==> src/hdl/trgvt_pkg.sv <==
// shared types, codes and helpers of the token ring gvt estimator
package trgvt_pkg;

    // time width of every timestamp and gvt field
    localparam int TIME_BITS = 32;
    // largest ring the node will address
    localparam int MAX_NODES = 256;
    localparam int NODE_BITS = 8;
    localparam int RING_BITS = 9;
    localparam int COUNT_BITS = 16;
    localparam int PERIOD_BITS = 16;
    localparam int ROUND_BITS = 8;
    localparam int CFG_DATA_BITS = 16;
    localparam int CFG_INDEX_BITS = 2;

    typedef logic [TIME_BITS-1:0] gvt_time_t;

    // input item kinds
    typedef enum logic [2:0] {
        MODE_TICK   = 3'd0,
        MODE_SEND   = 3'd1,
        MODE_RECV   = 3'd2,
        MODE_START  = 3'd3,
        MODE_TOKEN  = 3'd4,
        MODE_UPDATE = 3'd5
    } mode_t;

    // result kinds
    typedef enum logic [2:0] {
        ACT_NONE      = 3'd0,
        ACT_COLOR_TAG = 3'd1,
        ACT_TOKEN     = 3'd2,
        ACT_BROADCAST = 3'd3,
        ACT_GVT_SET   = 3'd4
    } action_t;

    // configuration register indexes
    typedef enum logic [CFG_INDEX_BITS-1:0] {
        CFG_NODE_ID    = 2'd0,
        CFG_NODE_COUNT = 2'd1,
        CFG_GVT_PERIOD = 2'd2
    } cfg_reg_t;

    typedef struct packed {
        logic [NODE_BITS-1:0]   node_id;
        logic [RING_BITS-1:0]   node_count;
        logic [PERIOD_BITS-1:0] gvt_period;
    } cfg_t;

    typedef struct packed {
        logic                         node_color;
        logic signed [COUNT_BITS-1:0] white_count;
        gvt_time_t                    red_min_stamp;
        logic [ROUND_BITS-1:0]        token_round;
        logic                         token_pending;
        logic [PERIOD_BITS-1:0]       period_count;
        gvt_time_t                    current_gvt;
    } node_state_t;

    typedef struct packed {
        mode_t                        mode;
        gvt_time_t                    event_time;
        logic                         event_color;
        gvt_time_t                    local_time;
        gvt_time_t                    token_clock;
        gvt_time_t                    token_min_stamp;
        logic signed [COUNT_BITS-1:0] token_count;
        gvt_time_t                    new_gvt;
    } item_t;

    typedef struct packed {
        action_t                      action;
        logic                         period_elapsed;
        logic                         tag_color;
        logic [NODE_BITS-1:0]         token_dest;
        gvt_time_t                    out_clock;
        gvt_time_t                    out_min_stamp;
        logic signed [COUNT_BITS-1:0] out_count;
        gvt_time_t                    gvt_value;
        logic                         fossil_collect;
    } result_t;

    // clamp a one-bit-grown count back into the signed count range
    function automatic logic signed [COUNT_BITS-1:0] sat_count(
        input logic signed [COUNT_BITS:0] v
    );
        logic signed [COUNT_BITS-1:0] r;
        if (v[COUNT_BITS] != v[COUNT_BITS-1])
        begin
            r = v[COUNT_BITS] ? {1'b1, {(COUNT_BITS-1){1'b0}}}
                              : {1'b0, {(COUNT_BITS-1){1'b1}}};
        end
        else
        begin
            r = v[COUNT_BITS-1:0];
        end
        return r;
    endfunction

    function automatic gvt_time_t tmin(input gvt_time_t a, input gvt_time_t b);
        return (a < b) ? a : b;
    endfunction

endpackage

==> src/hdl/trgvt_core.sv <==
// next node state and result for one item, all combinational
module trgvt_core (
    input  trgvt_pkg::cfg_t        cfg,
    input  trgvt_pkg::node_state_t state,
    input  trgvt_pkg::item_t       item,
    output trgvt_pkg::node_state_t state_next,
    output trgvt_pkg::result_t     result
);

    localparam trgvt_pkg::gvt_time_t TIME_INF = '1;

    logic [trgvt_pkg::RING_BITS-1:0]         ring_size;
    logic [trgvt_pkg::RING_BITS-1:0]         next_node;
    logic [trgvt_pkg::NODE_BITS-1:0]         dest;
    logic [trgvt_pkg::ROUND_BITS-1:0]        round_inc;
    logic signed [trgvt_pkg::COUNT_BITS:0]   token_sum;
    logic signed [trgvt_pkg::COUNT_BITS:0]   count_up;
    logic signed [trgvt_pkg::COUNT_BITS:0]   count_down;
    logic [trgvt_pkg::PERIOD_BITS-1:0]       period_inc;
    trgvt_pkg::gvt_time_t                    red_eff;
    trgvt_pkg::gvt_time_t                    token_gvt;

    // ring size clamp and next hop
    assign ring_size = (cfg.node_count > trgvt_pkg::RING_BITS'(trgvt_pkg::MAX_NODES))
                     ? trgvt_pkg::RING_BITS'(trgvt_pkg::MAX_NODES) : cfg.node_count;
    assign next_node = {1'b0, cfg.node_id} + trgvt_pkg::RING_BITS'(1);
    assign dest      = (next_node >= ring_size) ? '0
                                                : next_node[trgvt_pkg::NODE_BITS-1:0];
    assign round_inc = (&state.token_round) ? state.token_round
                                            : state.token_round + 1'b1;

    // counts grown by one bit so overflow shows before saturation
    assign token_sum  = {state.white_count[trgvt_pkg::COUNT_BITS-1], state.white_count}
                      + {item.token_count[trgvt_pkg::COUNT_BITS-1], item.token_count};
    assign count_up   = {state.white_count[trgvt_pkg::COUNT_BITS-1], state.white_count}
                      + (trgvt_pkg::COUNT_BITS+1)'(1);
    assign count_down = {state.white_count[trgvt_pkg::COUNT_BITS-1], state.white_count}
                      - (trgvt_pkg::COUNT_BITS+1)'(1);
    assign period_inc = state.period_count + 1'b1;
    assign token_gvt  = trgvt_pkg::tmin(item.token_clock, item.token_min_stamp);

    // a non-initiator turns red on its first token
    assign red_eff = (cfg.node_id != '0 && !state.node_color) ? TIME_INF
                                                              : state.red_min_stamp;

    // per-mode update
    always_comb
    begin
        state_next = state;
        result     = '0;
        result.action = trgvt_pkg::ACT_NONE;
        case (item.mode)
            trgvt_pkg::MODE_TICK:
            begin
                if (!state.token_pending)
                begin
                    if (period_inc == cfg.gvt_period)
                    begin
                        state_next.period_count = '0;
                        result.period_elapsed   = 1'b1;
                    end
                    else
                    begin
                        state_next.period_count = period_inc;
                    end
                end
            end
            trgvt_pkg::MODE_SEND:
            begin
                result.action    = trgvt_pkg::ACT_COLOR_TAG;
                result.tag_color = state.node_color;
                if (!state.node_color)
                begin
                    state_next.white_count = trgvt_pkg::sat_count(count_up);
                end
                else
                begin
                    state_next.red_min_stamp =
                        trgvt_pkg::tmin(state.red_min_stamp, item.event_time);
                end
            end
            trgvt_pkg::MODE_RECV:
            begin
                if (!item.event_color)
                begin
                    state_next.white_count = trgvt_pkg::sat_count(count_down);
                end
            end
            trgvt_pkg::MODE_START:
            begin
                if (cfg.node_id == '0)
                begin
                    if (ring_size > trgvt_pkg::RING_BITS'(1))
                    begin
                        if (!state.token_pending)
                        begin
                            result.action          = trgvt_pkg::ACT_TOKEN;
                            result.token_dest      = dest;
                            result.out_clock       = item.local_time;
                            result.out_min_stamp   = TIME_INF;
                            result.out_count       = state.white_count;
                            state_next.token_round   = round_inc;
                            state_next.node_color    = 1'b1;
                            state_next.white_count   = '0;
                            state_next.red_min_stamp = TIME_INF;
                            state_next.token_pending = 1'b1;
                        end
                    end
                    else
                    begin
                        result.action          = trgvt_pkg::ACT_GVT_SET;
                        result.fossil_collect  = item.local_time > state.current_gvt;
                        state_next.current_gvt = item.local_time;
                    end
                end
            end
            trgvt_pkg::MODE_TOKEN:
            begin
                if (cfg.node_id == '0 && state.token_round > trgvt_pkg::ROUND_BITS'(1)
                    && token_sum == '0)
                begin
                    // round closed with nothing in transit
                    result.action = trgvt_pkg::ACT_BROADCAST;
                    if (token_gvt > state.current_gvt)
                    begin
                        state_next.current_gvt = token_gvt;
                        result.fossil_collect  = 1'b1;
                    end
                    state_next.token_round   = '0;
                    state_next.white_count   = '0;
                    state_next.node_color    = 1'b0;
                    state_next.token_pending = 1'b0;
                end
                else
                begin
                    // fold local figures in and pass the token on
                    result.action            = trgvt_pkg::ACT_TOKEN;
                    result.token_dest        = dest;
                    result.out_clock         = trgvt_pkg::tmin(item.token_clock,
                                                               item.local_time);
                    result.out_min_stamp     = trgvt_pkg::tmin(item.token_min_stamp,
                                                               red_eff);
                    result.out_count         = trgvt_pkg::sat_count(token_sum);
                    state_next.red_min_stamp = red_eff;
                    if (cfg.node_id != '0)
                    begin
                        state_next.node_color = 1'b1;
                    end
                    state_next.token_round   = round_inc;
                    state_next.white_count   = '0;
                end
            end
            trgvt_pkg::MODE_UPDATE:
            begin
                result.action = trgvt_pkg::ACT_GVT_SET;
                if (item.new_gvt > state.current_gvt)
                begin
                    state_next.current_gvt = item.new_gvt;
                    result.fossil_collect  = 1'b1;
                end
                state_next.token_round = '0;
                state_next.node_color  = 1'b0;
            end
            default:
            begin
                result.action = trgvt_pkg::ACT_NONE;
            end
        endcase
        result.gvt_value = state_next.current_gvt;
    end

endmodule

==> src/hdl/token_ring_gvt_estimator_unit.sv <==
// top level of one token ring gvt estimator node
// One node of a two-color token ring GVT estimator. Each accepted item
// (tick, send, receive, start, token or gvt update) yields exactly one result
// in the output register, loaded at the edge that accepts the item; the node
// takes a new item in every cycle as long as the output register is empty or
// being drained in the same cycle, so the sustained rate is one item per clock.
// The result comes from the single pass of compare and add logic between the
// node state registers and the output register. Configuration writes (node id,
// ring size, period) take effect at the edge where cfg_we is high and should
// only happen while the node is idle.
module token_ring_gvt_estimator_unit (
    input  logic                                     clk,
    input  logic                                     rst_n,
    // configuration write port
    input  logic                                     cfg_we,
    input  logic [trgvt_pkg::CFG_INDEX_BITS-1:0]     cfg_index,
    input  logic [trgvt_pkg::CFG_DATA_BITS-1:0]      cfg_data,
    // input item channel
    input  logic                                     in_valid,
    output logic                                     in_ready,
    input  logic [2:0]                               mode,
    input  trgvt_pkg::gvt_time_t                     event_time,
    input  logic                                     event_color,
    input  trgvt_pkg::gvt_time_t                     local_time,
    input  trgvt_pkg::gvt_time_t                     token_clock,
    input  trgvt_pkg::gvt_time_t                     token_min_stamp,
    input  logic signed [trgvt_pkg::COUNT_BITS-1:0]  token_count,
    input  trgvt_pkg::gvt_time_t                     new_gvt,
    // result channel
    output logic                                     out_valid,
    input  logic                                     out_ready,
    output logic [2:0]                               action,
    output logic                                     period_elapsed,
    output logic                                     tag_color,
    output logic [trgvt_pkg::NODE_BITS-1:0]          token_dest,
    output trgvt_pkg::gvt_time_t                     out_clock,
    output trgvt_pkg::gvt_time_t                     out_min_stamp,
    output logic signed [trgvt_pkg::COUNT_BITS-1:0]  out_count,
    output trgvt_pkg::gvt_time_t                     gvt_value,
    output logic                                     fossil_collect
);

    trgvt_pkg::cfg_t        cfg_reg;
    trgvt_pkg::node_state_t state_reg;
    trgvt_pkg::node_state_t state_next;
    trgvt_pkg::item_t       item;
    trgvt_pkg::result_t     result_next;
    trgvt_pkg::result_t     result_reg;
    logic                   out_valid_reg;
    logic                   out_valid_next;
    logic                   in_xfer;

    // handshake
    assign in_ready       = !out_valid_reg || out_ready;
    assign in_xfer        = in_valid && in_ready;
    assign out_valid_next = in_xfer || (out_valid_reg && !out_ready);

    // gather the input fields
    always_comb
    begin
        item.mode            = trgvt_pkg::mode_t'(mode);
        item.event_time      = event_time;
        item.event_color     = event_color;
        item.local_time      = local_time;
        item.token_clock     = token_clock;
        item.token_min_stamp = token_min_stamp;
        item.token_count     = token_count;
        item.new_gvt         = new_gvt;
    end

    trgvt_core u_core (
        .cfg        (cfg_reg),
        .state      (state_reg),
        .item       (item),
        .state_next (state_next),
        .result     (result_next)
    );

    // configuration registers
    always_ff @(posedge clk or negedge rst_n)
    begin
        if (!rst_n)
        begin
            cfg_reg.node_id    <= '0;
            cfg_reg.node_count <= trgvt_pkg::RING_BITS'(1);
            cfg_reg.gvt_period <= trgvt_pkg::PERIOD_BITS'(1);
        end
        else if (cfg_we)
        begin
            case (trgvt_pkg::cfg_reg_t'(cfg_index))
                trgvt_pkg::CFG_NODE_ID:
                    cfg_reg.node_id <= cfg_data[trgvt_pkg::NODE_BITS-1:0];
                trgvt_pkg::CFG_NODE_COUNT:
                    cfg_reg.node_count <= cfg_data[trgvt_pkg::RING_BITS-1:0];
                trgvt_pkg::CFG_GVT_PERIOD:
                    cfg_reg.gvt_period <= cfg_data[trgvt_pkg::PERIOD_BITS-1:0];
                default:
                    cfg_reg <= cfg_reg;
            endcase
        end
    end

    // node state, updated on each input transfer
    always_ff @(posedge clk or negedge rst_n)
    begin
        if (!rst_n)
        begin
            state_reg.node_color    <= 1'b0;
            state_reg.white_count   <= '0;
            state_reg.red_min_stamp <= '1;
            state_reg.token_round   <= '0;
            state_reg.token_pending <= 1'b0;
            state_reg.period_count  <= '0;
            state_reg.current_gvt   <= '0;
        end
        else if (in_xfer)
        begin
            state_reg <= state_next;
        end
    end

    // output register valid
    always_ff @(posedge clk or negedge rst_n)
    begin
        if (!rst_n)
        begin
            out_valid_reg <= 1'b0;
        end
        else
        begin
            out_valid_reg <= out_valid_next;
        end
    end

    // output register payload
    always_ff @(posedge clk)
    begin
        if (in_xfer)
        begin
            result_reg <= result_next;
        end
    end

    assign out_valid      = out_valid_reg;
    assign action         = result_reg.action;
    assign period_elapsed = result_reg.period_elapsed;
    assign tag_color      = result_reg.tag_color;
    assign token_dest     = result_reg.token_dest;
    assign out_clock      = result_reg.out_clock;
    assign out_min_stamp  = result_reg.out_min_stamp;
    assign out_count      = result_reg.out_count;
    assign gvt_value      = result_reg.gvt_value;
    assign fossil_collect = result_reg.fossil_collect;

    // a closed round always clears the pending token
    a_broadcast_clears_pending: assert property (
        @(posedge clk) disable iff (!rst_n)
        (in_xfer && result_next.action == trgvt_pkg::ACT_BROADCAST)
            |=> !state_reg.token_pending
    ) else $error("token still pending after gvt broadcast");

    // gvt only drops through a start on a single-node ring
    a_gvt_monotonic: assert property (
        @(posedge clk) disable iff (!rst_n)
        (!(in_xfer && item.mode == trgvt_pkg::MODE_START))
            |=> (state_reg.current_gvt >= $past(state_reg.current_gvt))
    ) else $error("gvt decreased");

    // fossil collection comes only with a gvt result
    a_fossil_with_gvt: assert property (
        @(posedge clk) disable iff (!rst_n)
        (out_valid_reg && result_reg.fossil_collect)
            |-> (result_reg.action == trgvt_pkg::ACT_BROADCAST
                 || result_reg.action == trgvt_pkg::ACT_GVT_SET)
    ) else $error("fossil collect without gvt change");

    // a red tag only goes out on a color tag result
    a_tag_only_on_send: assert property (
        @(posedge clk) disable iff (!rst_n)
        (out_valid_reg && result_reg.tag_color)
            |-> (result_reg.action == trgvt_pkg::ACT_COLOR_TAG)
    ) else $error("tag color set outside a color tag result");

    // reported gvt tracks the state after the transfer
    a_gvt_reported: assert property (
        @(posedge clk) disable iff (!rst_n)
        in_xfer |=> (result_reg.gvt_value == state_reg.current_gvt)
    ) else $error("reported gvt differs from node state");

endmodule

==> config.mk <==
export PLATFORM = sky130hd
export DESIGN_NAME = token_ring_gvt_estimator_unit
export DESIGN_NICKNAME = d
export VERILOG_FILES = /design/src/hdl/trgvt_pkg.sv /design/src/hdl/trgvt_core.sv /design/src/hdl/token_ring_gvt_estimator_unit.sv
export SDC_FILE = /design/constraint.sdc
export NUM_CORES = 1
export LEC_CHECK = 0
export BUFFER_PORTS_ARGS = -buffer_cell sky130_fd_sc_hd__buf_2
export CAP_MARGIN = 20
export CORE_ASPECT_RATIO = 1.5
export CORE_MARGIN = 2
export CORE_UTILIZATION = 40
export CTS_CLUSTER_DIAMETER = 50
export DETAILED_ROUTE_END_ITERATION = 8
export PLACE_DENSITY = 0.66
export SLEW_MARGIN = 25
export SYNTH_ARGS = -nofsm -noshare
export SYNTH_HDL_FRONTEND = slang
export SYNTH_SLANG_ARGS = --single-unit
==> constraint.sdc <==
create_clock -name clk -period 9.3 [get_ports clk]
set_input_delay 0.465 -clock clk [delete_from_list [all_inputs] [get_ports clk]]
set_output_delay 0.465 -clock clk [all_outputs]
set_load 0.05 [all_outputs]
Yosys cells after proc, flatten, opt, wreduce, memory -nomap -nowiden:

Index checks and enable logic that the tools add are counted.

* register bits: 266
* input bits: 203
* output and inout bits: 128

* add/subtract/negate cells: 6
* order comparisons: 11
* equal/unequal tests: 21
* muxes and demuxes: 54
* bitwise gates (word level): 2
* reductions and logical operators: 30

Operators with widths (number)
* $mux 32: 12
* $mux 88: 4
* $pmux 32 s3: 2
* $pmux 88 s2: 1
* $mux 58: 3
* $mux 16: 9
* $lt 32x32->1: 4
* $gt 32x32->1: 3
* $pmux 16 s4: 1
* $mux 8: 3
* $pmux 8 s3: 1
* $add 16x16->17: 1
* $add 16x2->17 const B: 1
* $logic_not 17->1: 1
* $mux 17: 1
* $sub 16x2->17 const B: 1
* $add 16x1->16 const B: 1
* $eq 16x16->1: 1
* $reduce_and 8->1: 2
* $ne 2x2->1 const B: 6
* $pmux 3 s4: 1
* $reduce_and 5->1: 2
* $add 8x1->9 const B: 1
* $ge 9x9->1: 1
* other kinds (34): 61

Logic depth before layout (Yosys ltp):

* word-level depth: 8
* depth in mapped cells: 20

Cells and area by module:

A second synthesis with hierarchy kept.

* cell total of the unflattened synthesis: 2435
* area, all modules: 22731.8 um2

By module, submodules not included
* trgvt_core: times used 1, cells each 2011, area an instance 13575.5 um2, sequential area each 0.0 um2
* token_ring_gvt_estimator_unit: times used 1, cells each 424, area an instance 9156.3 um2, sequential area each 7329.5 um2

Worst setup path before layout:

No wires, ideal clock.

* path kind: register -> register
* from: reg out_valid_reg (netlist: out_valid)
* to: reg state_reg[54] (netlist name)
* setup time: 0.140 ns
* arrival: 5.581 ns
* data required time: 9.160 ns
* setup slack: 3.580 ns
* cell stages (with the launch flop): 10
* path buffers: 0
* cells stage by stage: dfrtp_1 -> nand2b_1 -> nand2_1 -> inv_1 -> o21ai_1 -> a311oi_1 -> nand2b_1 -> nor2_1 -> xnor2_1 -> nor2_1

* word-level cells in the longest chain between the ends: 4

RTL lines
* start, declared: RTL line token_ring_gvt_estimator_unit.sv:49 `logic out_valid_reg;`
* start signal, assigned: RTL line token_ring_gvt_estimator_unit.sv:131 `out_valid_reg <= out_valid_next;`
* $logic_not 1->1: RTL line token_ring_gvt_estimator_unit.sv:54 `assign in_ready = !out_valid_reg || out_ready;`
* $logic_or 1x1->1: RTL line token_ring_gvt_estimator_unit.sv:54
* named net in_ready: RTL line token_ring_gvt_estimator_unit.sv:20 `output logic in_ready,`
* $logic_and 1x1->1: RTL line token_ring_gvt_estimator_unit.sv:55 `assign in_xfer = in_valid && in_ready;`
* named net in_xfer: RTL line token_ring_gvt_estimator_unit.sv:51 `logic in_xfer;`
* $reduce_and 5->1 (no line)
* end signal, assigned: RTL line token_ring_gvt_estimator_unit.sv:118 `state_reg <= state_next;`
* end, declared: RTL line token_ring_gvt_estimator_unit.sv:44 `trgvt_pkg::node_state_t state_reg;`

The timed path passes the listed nets, and every way through them passes these cells.
A chain may end at the register's enable or synchronous reset.

==> impl_metrics.ini <==
[sta]
drv_slew = 0
slew_headroom = 0.229
hold_slack_ns = -0.0177
skew_ns = 0.0259
fin_crit_sh = 0.720
hold_violations = 4
clock.fmax_ghz = 0.149
fin_ws_ns = 2.60
tns_ns = 0
finalSetupViolations = 0
tightest_slew_ns = 1.15
final.min_clock_period_ns = 6.70
rsz0062_at_grt = no

[logic_synthesis]
yosys.area.top_type = edfxtp_1
yosysMostFrequentCell = ha_1
syn_avg_cell_area_um2 = 9.18
synth-edff-count = 126
yosysWarnings = 0
synth_top_area_frac = 0.172
yosysUniqueCellTypes = 79
netlist_top_cells_area = edfxtp_1, ha_1, dfrtp_1
synth_cells = 2390
ys_top_cells_by_count = ha_1, nand2_1, a21oi_1
syn_area_um2 = 21900
synthFlopType = edfxtp_1
async_flop_share = 0.526
synth_fp_nets = 2849
yosys_register_bits = 266
yosysSeqAreaShare = 0.334

[route]
first_pass_iters = 6
drt_iter0_markers = 1438
via_count = 20500
route.detailed.wl_per_inst_um = 22.6
wirelength_um = 76600
antenna_left = 0
vias_per_cell = 6.05
drc = 0

[setup_path]
startpoint_type = input pin
cp.arrival_ns = 6.97
r2r_start = state_reg[89]
critPathCaptureType = register
worstSetupPathType = in -> reg
cp_max_fo = 21
required_ns = 9.57
crit_start = token_min_stamp[30]
reg2regPathDepth = 13

[power_and_ir_drop]
switching_share = 0.417
seq_power_share = 0.306
comb_power_share = 0.449
p_leak_nw = 11.4
pwr-share-clk = 0.245
power_mw = 5.92
power.density_nw_per_um2 = 232
p_int_mw = 3.45
p_sw_mw = 2.47
ir_drop_mv = 0.124

[cts]
cts_resized = 0
cts_buffers = 36
cts_max_path_buffers = 3
cts.reportedPaths.clkPinSlew_ns = 0.06
clock_sinks = 266
post_cts_buffers = 0
cts_hold_buf = 0
htree_levels = 2
cts_root_buf = clkbuf_16
clock_latency_ns = 0.56
cts_tree = built

[floorplanning]
die_h_um = 291
dieArea_um2 = 56800
io_pins = 331
rows = 105
initial_core_util = 0.402
core_um2 = 54500
die_w_um = 195

[final_layout]
largest_register_ffs = 106
area_delta_synth_final_pct = 16.2
nets = 3122
final_cells = 3392
drive_gt1_frac = 0.226

[placement]
globalplace.congestion = 0.939
dp_hpwl_um = 58400
io_buffers = 330
pre_cts_ws_ns = 2.05
dp.cells = 3320

[global_routing]
antenna_found_initial = 16
grt_first_pass_wirelength_um = 118000
grt.overflow.total = 0
grt_pass1_vias = 20600
grt_max_degree = 88
grtUsageTotal = 0.265

[status]
status = finished, violations left
violations = negative hold slack

[flow_run]
maxCapViolCount = 0

[hold_path]
hold_class = in -> async
## worst max-delay path, stage by stage
cell	delay (ns)
buf_2	0.11
inv_1	0.06
ha_1	0.31
nand4_1	0.21
nor4_1	1.02
a31oi_4	0.60
mux2_2	0.47
ha_1	0.30
nand2_1	0.08
nor4_1	0.60
o211ai_1	0.17
a31oi_1	0.20
nor3_1	0.10
nor2_2	0.68
buf_4	0.42
mux2_2	0.39
a2111oi_0	0.65
a211oi_1	0.12
## metrics by stage
| stage | hold WS, ns | util | cell area [um2] |
|---|---|---|---|
| floorplan | 0.169 | - | 21900 |
| detailed placement | 0.506 | 0.445 | 24300 |
| CTS | 0.0342 | 0.467 | 25500 |
| global route | 0.0456 | 0.468 | 25500 |
| global placement | 0.489 | 0.445 | 24300 |
| finish | -0.0177 | 0.468 | 25500 |
## layer usage
metal	up-vias	GRT usage	routed length, um
met5	-	0	117
met4	18	0.150	4430
met3	211	0.0548	5780
met2	875	0.459	37400
met1	9910	0.301	28900
li1	9496	-	-
## worst paths after layout
check / endpoint / slack, ns
worst min-delay path: state_reg[95] / -0.02
min in group clk: out_valid / 0.13
worst min register to register: state_reg[47] / 0.52
worst max register to register: out_clock[9] / 4.07
worst max-delay path: gvt_value[31] / 2.60
max in group asynchronous: state_reg[10] / 7.85
## cells in the final DEF, fill, tap and decap left out, types with 12 or more instances in the layout
master	count
xnor2_1	37
nand2_1	202
nand4_1	52
inv_1	154
dfrtp_1	106
buf_2	329
mux2_4	30
nand3_1	36
a22o_1	36
mux2i_1	46
or3_1	17
ha_1	255
buf_4	24
o21ai_0	97
nand2b_1	17
clkbuf_16	39
a31oi_1	41
a21o_1	84
and3_1	18
a2111oi_0	26
nor2b_1	23
dfstp_2	34
a21oi_1	187
mux2_2	95
o21a_1	12
nor2_1	178
edfxtp_1	126
a211oi_1	107
nor4_1	18
nor3_1	56
xor2_1	21
a41oi_1	14
o31ai_1	15
## cell families (layout without fill, tap and decap cells)
group,count (synthesis),after routing,share of synthesized area
AO/OA/AOI/OAI,692,692,0.211
other,0,8,0
AND/OR/NAND/NOR,672,672,0.145
adder cells (fa/ha/maj),256,256,0.146
multiplexers,171,171,0.0903
XOR/XNOR,58,58,0.0232
flip-flops,266,266,0.334
buffers and inverters,275,574,0.0499
## layout make-up
type	count	area, um2
sequential	266	7330
fill	5187	29000
inverter	156	591
clock inverter	14	180
clock buffer	50	1030
antenna	8	20.0
timing repair buffer	354	1840
multi-input combinational	1849	13600
tap	695	870
## power groups by stage
stage / registers, mW / clock network [mW] / logic, mW
final: 1.81 / 1.45 / 2.66
after global routing: 1.85 / 1.52 / 2.93
after CTS: 1.80 / 1.48 / 2.64
after detailed placement: 1.82 / 0 / 2.62
after global placement: 1.81 / 0 / 2.55
after floorplan: 1.90 / 0 / 1.80
No activity file was read; power rests on OpenSTA's default activity.
